`src/rtl/dcd_pkg.sv`:
```
// ============================================================================
// dcd_pkg: shared constants for the day count to calendar date converter
// Holds the field widths, the epoch offset and the tables that drive the
// subtract steps of the pipeline and the month lookup.
// ============================================================================
`default_nettype none

package dcd_pkg;

   localparam int DAY_COUNT_W = 22;
   localparam int YEAR_W      = 14;
   localparam int MONTH_W     = 4;
   localparam int DAY_W       = 5;
   localparam int WEEKDAY_W   = 3;

   // Working width of the shifted day count.
   localparam int REM_W = DAY_COUNT_W + 1;
   // Day of a March-based year, 0 to 365.
   localparam int DOY_W = 9;
   // Digit sum of the day count in base 8, before folding.
   localparam int WK_W  = 6;

   // The count is moved so that day zero is 1600-03-01. That date opens a
   // 400-year cycle and puts the leap day at the end of each year.
   localparam logic [REM_W-1:0] DAY_OFFSET = REM_W'(146037);
   localparam logic [YEAR_W-1:0] EPOCH_YEAR = YEAR_W'(1600);

   // Restoring subtract steps: 400-year cycles (five quotient bits), centuries
   // (two bits), four-year groups (five bits) and single years (two bits).
   // Each taken step adds its weight in years.
   localparam int NUM_STEPS = 14;

   localparam logic [REM_W-1:0] STEP_DIVISOR [NUM_STEPS] = '{
      REM_W'(2337552), REM_W'(1168776), REM_W'(584388), REM_W'(292194),
      REM_W'(146097),  REM_W'(73048),   REM_W'(36524),  REM_W'(23376),
      REM_W'(11688),   REM_W'(5844),    REM_W'(2922),   REM_W'(1461),
      REM_W'(730),     REM_W'(365)
   };

   localparam logic [YEAR_W-1:0] STEP_WEIGHT [NUM_STEPS] = '{
      YEAR_W'(6400), YEAR_W'(3200), YEAR_W'(1600), YEAR_W'(800),
      YEAR_W'(400),  YEAR_W'(200),  YEAR_W'(100),  YEAR_W'(64),
      YEAR_W'(32),   YEAR_W'(16),   YEAR_W'(8),    YEAR_W'(4),
      YEAR_W'(2),    YEAR_W'(1)
   };

   // Step after which the remainder lies within one 400-year cycle.
   localparam int CYCLE_STEPS = 5;
   localparam logic [REM_W-1:0] DAYS_PER_CYCLE = REM_W'(146097);

   // First day of each month in a year that starts on March 1.
   localparam int NUM_MONTHS = 12;
   localparam logic [DOY_W-1:0] MONTH_START [NUM_MONTHS] = '{
      DOY_W'(0),   DOY_W'(31),  DOY_W'(61),  DOY_W'(92),
      DOY_W'(122), DOY_W'(153), DOY_W'(184), DOY_W'(214),
      DOY_W'(245), DOY_W'(275), DOY_W'(306), DOY_W'(337)
   };

   // March-based month index of January; January and February belong to
   // the next calendar year.
   localparam logic [MONTH_W-1:0] MP_JANUARY = MONTH_W'(10);
   localparam logic [MONTH_W-1:0] MONTH_MARCH_OFFSET = MONTH_W'(3);
   localparam logic [MONTH_W-1:0] MONTH_JANUARY_OFFSET = MONTH_W'(9);
   localparam logic [MONTH_W-1:0] MONTH_FEBRUARY = MONTH_W'(2);
   localparam logic [MONTH_W-1:0] MONTH_APRIL = MONTH_W'(4);
   localparam logic [MONTH_W-1:0] MONTH_JUNE = MONTH_W'(6);
   localparam logic [MONTH_W-1:0] MONTH_SEPTEMBER = MONTH_W'(9);
   localparam logic [MONTH_W-1:0] MONTH_NOVEMBER = MONTH_W'(11);

   localparam logic [WEEKDAY_W-1:0] DAYS_PER_WEEK = WEEKDAY_W'(7);

endpackage : dcd_pkg

`default_nettype wire

```
`src/rtl/day_count_to_calendar_date_core.sv`:
```
// ============================================================================
// day_count_to_calendar_date_core: days since 2000-01-01 to Gregorian date
// Converts a day count into year, month, day of month and weekday through a
// pipeline of restoring subtract steps followed by a month lookup.
// ============================================================================
//
//   Channel   Ports                       Direction   Contents
//   req       req_valid, req_stall        in          day_count
//   rsp       rsp_valid, rsp_stall        out         year, month,
//                                                     day_of_month, weekday
//
// A new transaction can enter in every clock cycle while req_stall is low;
// each one passes through the input stage, the fourteen subtract stages,
// the month compare stage and the output stage.
// Reset clears the valid bit of every stage; data registers are not reset.
// When the result waits on rsp_stall, the whole pipeline holds and req_stall
// is raised in the same cycle, so nothing is lost or repeated.
//
`default_nettype none

module day_count_to_calendar_date_core
   import dcd_pkg::*;
(
   input  wire logic                   clock,
   input  wire logic                   reset,

   input  wire logic                   req_valid,
   output      logic                   req_stall,
   input  wire logic [DAY_COUNT_W-1:0] req_day_count,

   output      logic                   rsp_valid,
   input  wire logic                   rsp_stall,
   output      logic [YEAR_W-1:0]      rsp_year,
   output      logic [MONTH_W-1:0]     rsp_month,
   output      logic [DAY_W-1:0]       rsp_day_of_month,
   output      logic [WEEKDAY_W-1:0]   rsp_weekday
);

   // Base-8 digits of the day count, with the top digit padded with zeros.
   localparam int WK_DIGITS = (DAY_COUNT_W + 2) / 3;
   localparam int PAD_W     = 3 * WK_DIGITS;

   // The pipeline moves as one whenever the output register is empty or is
   // being taken in this cycle.
   logic advance;

   // Digit sum of the incoming count.
   logic [WK_W-1:0] in_digit_sum;

   // Subtract pipeline: entry 0 is the input stage, entry k+1 follows step k.
   logic               vld_ff  [NUM_STEPS+1];
   logic [REM_W-1:0]   rem_ff  [NUM_STEPS+1];
   logic [YEAR_W-1:0]  year_ff [NUM_STEPS+1];
   logic [WK_W-1:0]    wk_ff   [NUM_STEPS+1];
   logic [REM_W-1:0]   rem_in  [NUM_STEPS+1];
   logic [YEAR_W-1:0]  year_in [NUM_STEPS+1];
   logic [WK_W-1:0]    wk_in   [NUM_STEPS+1];

   // Month compare stage.
   logic                 m1_vld_ff;
   logic [MONTH_W-1:0]   m1_mp_ff;
   logic [DOY_W-1:0]     m1_doy_ff;
   logic [YEAR_W-1:0]    m1_year_ff;
   logic [WEEKDAY_W-1:0] m1_wk_ff;
   logic [MONTH_W-1:0]   m1_mp_in;
   logic [DOY_W-1:0]     m1_doy_in;

   // Output stage.
   logic                 out_vld_ff;
   logic [YEAR_W-1:0]    out_year_ff;
   logic [MONTH_W-1:0]   out_month_ff;
   logic [DAY_W-1:0]     out_day_ff;
   logic [WEEKDAY_W-1:0] out_wk_ff;
   logic [YEAR_W-1:0]    out_year_in;
   logic [MONTH_W-1:0]   out_month_in;
   logic [DAY_W-1:0]     out_day_in;

   assign advance   = !out_vld_ff || !rsp_stall;
   assign req_stall = !advance;

   // Input stage: shift the epoch and form the base-8 digit sum of the count.
   // Since 8 is 1 modulo 7, the digit sum has the same remainder as the count.
   always_comb begin
      logic [PAD_W-1:0] count_pad;
      count_pad    = PAD_W'(req_day_count);
      in_digit_sum = '0;
      for (int i = 0; i < WK_DIGITS; i++) begin
         in_digit_sum = in_digit_sum + WK_W'(count_pad[3*i +: 3]);
      end
   end

   assign rem_in[0]  = REM_W'(req_day_count) + DAY_OFFSET;
   assign year_in[0] = EPOCH_YEAR;
   assign wk_in[0]   = in_digit_sum;

   // One restoring step per stage. When the remainder reaches the step's
   // divisor, the divisor is taken off and its span in years is added.
   // The first two stages also fold the weekday sum down to 0 to 6.
   for (genvar k = 0; k < NUM_STEPS; k++) begin : g_step
      localparam logic [REM_W-1:0]  DIVISOR = STEP_DIVISOR[k];
      localparam logic [YEAR_W-1:0] WEIGHT  = STEP_WEIGHT[k];
      logic take;

      assign take          = rem_ff[k] >= DIVISOR;
      assign rem_in[k+1]   = take ? rem_ff[k] - DIVISOR : rem_ff[k];
      assign year_in[k+1]  = take ? year_ff[k] + WEIGHT : year_ff[k];

      if (k == 0) begin : g_fold
         assign wk_in[k+1] = WK_W'(wk_ff[k][WK_W-1:3]) + WK_W'(wk_ff[k][2:0]);
      end else if (k == 1) begin : g_reduce
         assign wk_in[k+1] = (wk_ff[k] >= WK_W'(DAYS_PER_WEEK))
                             ? wk_ff[k] - WK_W'(DAYS_PER_WEEK) : wk_ff[k];
      end else begin : g_pass
         assign wk_in[k+1] = wk_ff[k];
      end
   end

   always_ff @(posedge clock) begin
      if (reset) begin
         for (int j = 0; j <= NUM_STEPS; j++) begin
            vld_ff[j] <= 1'b0;
         end
      end else if (advance) begin
         vld_ff[0] <= req_valid;
         for (int j = 1; j <= NUM_STEPS; j++) begin
            vld_ff[j] <= vld_ff[j-1];
         end
      end
   end

   always_ff @(posedge clock) begin
      if (advance) begin
         for (int j = 0; j <= NUM_STEPS; j++) begin
            rem_ff[j]  <= rem_in[j];
            year_ff[j] <= year_in[j];
            wk_ff[j]   <= wk_in[j];
         end
      end
   end

   // After the last step the remainder is the day of a March-based year.
   // Each month start is compared on its own; the highest one passed wins.
   always_comb begin
      m1_doy_in = rem_ff[NUM_STEPS][DOY_W-1:0];
      m1_mp_in  = '0;
      for (int i = 1; i < NUM_MONTHS; i++) begin
         if (m1_doy_in >= MONTH_START[i]) begin
            m1_mp_in = MONTH_W'(i);
         end
      end
   end

   // January and February close the March-based year, so they count toward
   // the following calendar year.
   always_comb begin
      logic [DOY_W-1:0] day_offset;
      day_offset   = m1_doy_ff - MONTH_START[m1_mp_ff];
      out_day_in   = day_offset[DAY_W-1:0] + DAY_W'(1);
      if (m1_mp_ff >= MP_JANUARY) begin
         out_month_in = m1_mp_ff - MONTH_JANUARY_OFFSET;
         out_year_in  = m1_year_ff + YEAR_W'(1);
      end else begin
         out_month_in = m1_mp_ff + MONTH_MARCH_OFFSET;
         out_year_in  = m1_year_ff;
      end
   end

   always_ff @(posedge clock) begin
      if (reset) begin
         m1_vld_ff  <= 1'b0;
         out_vld_ff <= 1'b0;
      end else if (advance) begin
         m1_vld_ff  <= vld_ff[NUM_STEPS];
         out_vld_ff <= m1_vld_ff;
      end
   end

   always_ff @(posedge clock) begin
      if (advance) begin
         m1_mp_ff     <= m1_mp_in;
         m1_doy_ff    <= m1_doy_in;
         m1_year_ff   <= year_ff[NUM_STEPS];
         m1_wk_ff     <= wk_ff[NUM_STEPS][WEEKDAY_W-1:0];
         out_year_ff  <= out_year_in;
         out_month_ff <= out_month_in;
         out_day_ff   <= out_day_in;
         out_wk_ff    <= m1_wk_ff;
      end
   end

   assign rsp_valid        = out_vld_ff;
   assign rsp_year         = out_year_ff;
   assign rsp_month        = out_month_ff;
   assign rsp_day_of_month = out_day_ff;
   assign rsp_weekday      = out_wk_ff;

`ifndef NO_ASSERTIONS
   // An accepted transaction always lands in the input stage.
   a_accept_lands: assert property (@(posedge clock) disable iff (reset)
      (req_valid && !req_stall) |=> vld_ff[0])
      else $error("accepted transaction did not enter the pipeline");

   // Once the 400-year steps are done, the remainder lies within one 400-year cycle.
   a_cycle_rem: assert property (@(posedge clock) disable iff (reset)
      vld_ff[CYCLE_STEPS] |-> (rem_ff[CYCLE_STEPS] < DAYS_PER_CYCLE))
      else $error("remainder left the 400-year cycle");

   // After the last step, the remainder is a day within one year.
   a_year_rem: assert property (@(posedge clock) disable iff (reset)
      vld_ff[NUM_STEPS] |-> (rem_ff[NUM_STEPS] <= REM_W'(365)))
      else $error("remainder left the year");

   // The day of the month fits the month that goes with it.
   a_month_len: assert property (@(posedge clock) disable iff (reset)
      rsp_valid |->
         (rsp_day_of_month != '0) &&
         (!(rsp_month == MONTH_FEBRUARY) || (rsp_day_of_month <= DAY_W'(29))) &&
         (!(rsp_month == MONTH_APRIL || rsp_month == MONTH_JUNE ||
            rsp_month == MONTH_SEPTEMBER || rsp_month == MONTH_NOVEMBER) ||
          (rsp_day_of_month <= DAY_W'(30))))
      else $error("day of month exceeds the month length");
`endif

endmodule : day_count_to_calendar_date_core

`default_nettype wire

```
`config.mk`:
```
export PLATFORM = sky130hd
export DESIGN_NAME = day_count_to_calendar_date_core
export DESIGN_NICKNAME = d
export VERILOG_FILES = /design/src/rtl/dcd_pkg.sv /design/src/rtl/day_count_to_calendar_date_core.sv
export SDC_FILE = /design/constraint.sdc
export NUM_CORES = 1
export LEC_CHECK = 0
export BUFFER_PORTS_ARGS = -buffer_cell sky130_fd_sc_hd__buf_2
export CAP_MARGIN = 20
export CELL_PAD_IN_SITES_DETAIL_PLACEMENT = 1
export CELL_PAD_IN_SITES_GLOBAL_PLACEMENT = 1
export CORE_ASPECT_RATIO = 0.75
export CORE_UTILIZATION = 48
export CTS_CLUSTER_DIAMETER = 40
export CTS_CLUSTER_SIZE = 16
export DETAILED_ROUTE_END_ITERATION = 16
export PLACE_DENSITY_LB_ADDON = 0.1
export SLEW_MARGIN = 40
export SYNTH_ARGS = -nofsm -noshare
export SYNTH_HDL_FRONTEND = slang
export SYNTH_SLANG_ARGS = --single-unit
```
`constraint.sdc`:
```
create_clock -name clock -period 22.8 [get_ports clock]
set_input_delay 4.56 -clock clock [delete_from_list [all_inputs] [get_ports clock]]
set_output_delay 4.56 -clock clock [all_outputs]
set_load 0.02 [all_outputs]
```
==> run metrics <==
port bufs=53; Hold WS=between 400 and 500 ps; Initial DRT Pass Iterations=5; Setup Crit Path Kind=in -> out; Pwr Density=between 150 and 200 nW/um^2; Ports=54; Post-synth top cells=edfxtp_1, xnor2_1, nand2_1; initial core utilization=between 40% and 50%; Synth Area per Inst=12.88 sq um; Post-Syn Nets=approximately 2.3k; worst hold start=wk_ff[6][1]$_DFFE_PN_; Pins Over Slew Limit=0; Primary FF master, synth=edfxtp_1; area of the multi-input gates=roughly 10,000 sq um; non-filler instance count after layout=~3.2k; global route overflow=0; drc violations=0; antenna cells=0; share of power burned in registers=a little under half; reg2reg end=rem_ff[0][112]$_DFFE_PN_; worst path required time=~18,000 ps; # resized after CTS=0; cell count after placement=roughly 3k; startpoint types=primary input; Final Cycle Share=approximately 44%; Post-synth EDFFs=590; worst setup margin=~13,000 ps; final worst path period need=between 10,000 and 15,000 ps; antenna violations before repair=0; synthesized cell area=approximately 28,000 sq um; pin count of the biggest net entering global routing=about 120; Setup TNS Final=0 ps; cts hold-fix bufs=0; Worst Skew=20.13 ps; clk buf depth=3; combinational share of power=a little over a quarter; DP Wirelength=around 42,000 um; nets=roughly 2.4k; FF+latch area=approximately 18,000 sq um; DR WL/cell=~19 um; routed vias/inst=between 5 and 6; worst slew pin tran=927.9 ps; Hold Path Sink=wk_ff[7][1]$_DFFE_PN_; Syn. warnings=0; Syn Inst Count=2,203; CTS root buf=clkbuf_16; Cells on Worst Hold Path=0; first-pass GRT wire length=96,450 um; register area share after synthesis=a little over three fifths; top cells by area, synth=edfxtp_1, xnor2_1, xor2_1, ha_1, nand2_1; GRT Overall Usage=approximately 20%; HP Class=reg -> reg; Fmax=between 90 and 100 MHz; Reg clk slew, reported paths=60 ps; ys async rst share=0%; share of cells above drive strength 1=between 10% and 20%; P_int=around 0.0033 W; RePlAce Congestion=0.8089; total CTS buffers=between 70 and 80; WP data arrival=around 5500 ps; H-tree depth=3; Sw Ratio=33.53%; status=finished clean; vias=17.47k; Final ANT Viol Nets=0; Yosys top cell by area=edfxtp_1; Setup Fix Bufs, Post-CTS=0; final hold vios=0; die height=roughly 210 um; final setup fails=0; top-count cell post-synth=edfxtp_1; reported max-cap violation count=0; P_sw=between 0.0015 and 0.002 W; TritonCTS clock tree=done; synth unique cells=81; critical path fanouts, max=slightly above 60; clock sinks=592; Core ar.=~58,000 sq um; Chip Width=between 200 and 300 um; headroom to the max-slew limit=about 38%; CP endpoint kind=output pin; r2r startpoint=rem_ff[0][84]$_DFFE_PN_; Clk Latency, worst-skew pair=610 ps; static leakage=12.32 nW; Fillers=between 5k and 6k; RSZ-0062 raised after global routing=no; die area=60,100 sq um; Max IR drop VDD=between 0.09 and 0.1 mV; initial DRC count=between 1k and 1.5k; synth-to-layout area growth=13.94%; number of global-route vias before repair=~18k; R2R depth=7; final wirelength=around 59,000 um; reg-to-reg slack, setup=about 19,000 ps; Yosys reg bits=roughly 600; Clk pwr share=between 20 and 30%; Post-Place Worst Slack=~13,000 ps; site row count=76; Yosys top cell area share=between 60% and 70%
-- cell families (layout without fill, tap and decap cells) --
family          after synthesis  in the layout  synth area share, %
flops                       592            592                62.58
mux                          17             17               0.6438
fa+ha+maj                    75             75                3.722
compound gates              305            305                6.976
buf+inv                     150            323                2.108
simple gates                708            708                12.99
xor+xnor                    356            356                10.99
-- flip-flops by register name, indices dropped and copies added, names as in the netlist, 3 cells and up --
signal / flops
m1_doy_ff: 5
m1_mp_ff: 4
m1_wk_ff: 3
m1_year_ff: 14
rem_ff: 331
rsp_day_of_month: 5
rsp_month: 4
rsp_weekday: 3
rsp_year: 14
vld_ff: 15
wk_ff: 49
year_ff: 143
-- worst max-delay path, cell delays in order --
cell and delay [ps]:
buf_2 130, nand2_8 150, buf_16 300, inv_1 150, buf_2 190
-- per-stage QoR --
step	cell area (sq um)	total power [W]	utilization (%)
6_report	32330	0.004912	55.83
5_1_grt	32330	0.005215	55.83
4_1_cts	32320	0.004949	55.81
3_5_place_dp	29640	0.003676	51.18
3_3_place_gp	29530	0.003585	51.00
2_1_floorplan	28380	0.003223	-
-- how the worst max path moves through the flow --
stage	endpoint	start	cells after the start
2_1_floorplan	req_stall	rsp_stall	2
3_3_place_gp	req_stall	rsp_stall	4
3_5_place_dp	req_stall	rsp_stall	5
4_1_cts	req_stall	rsp_stall	5
5_1_grt	req_stall	rsp_stall	5
6_report	req_stall	rsp_stall	5
-- power by group through the flow --
stage                     Clock (W)  Sequential, W  Combinational (W)
after floorplan                   0        0.00223           0.000995
after CTS                   0.00127        0.00236            0.00132
after global placement            0        0.00234            0.00124
after detailed placement          0        0.00237            0.00130
final                       0.00124        0.00236            0.00131
after global routing        0.00131        0.00243            0.00148
-- routing by layer --
| layer | up-vias | track usage (%) | share of wire, % |
|---|---|---|---|
| li1 | 8366 | - | - |
| met2 | 268 | 30.88 | 44 |
| met3 | 96 | 3.429 | 3.1 |
| met1 | 8736 | 29.52 | 50 |
| met5 | - | 0 | 0 |
| met4 | 0 | 5.331 | 2.0 |
-- placed cells by master (no fill, tap or decap), types with 8 or more instances in the layout --
cell	n
mux2_2	9
o211ai_1	9
a211oi_1	10
nand4_1	34
or2_2	13
inv_1	108
nand2b_1	25
or3_1	15
xor2_1	150
clkinv_2	12
a21o_1	22
or4_1	20
clkbuf_1	8
o21a_1	15
o21ai_0	68
inv_6	9
nor4b_1	9
a31oi_1	13
edfxtp_1	590
buf_2	53
bufinv_16	9
xnor2_1	206
and3_1	27
a21oi_1	84
nand2_1	169
nor2b_1	12
and4_1	8
o21bai_1	8
nor2_1	139
and2_1	18
nor3b_1	11
ha_1	58
fa_1	16
clkinv_1	10
nor3_1	65
clkbuf_16	79
nor4_1	42
nand3_1	64
-- area by class of cell --
type                    instances  share of cell area (%)
flip-flops and latches        592                   54.92
multi-input cells            1461                   31.10
clock buffers                  87                   6.207
well taps                     780                   3.018
clock inverters                60                   2.070
repair buffers                 66                   1.405
inverters                     110                   1.277
No activity file was read; power rests on OpenSTA's default activity.
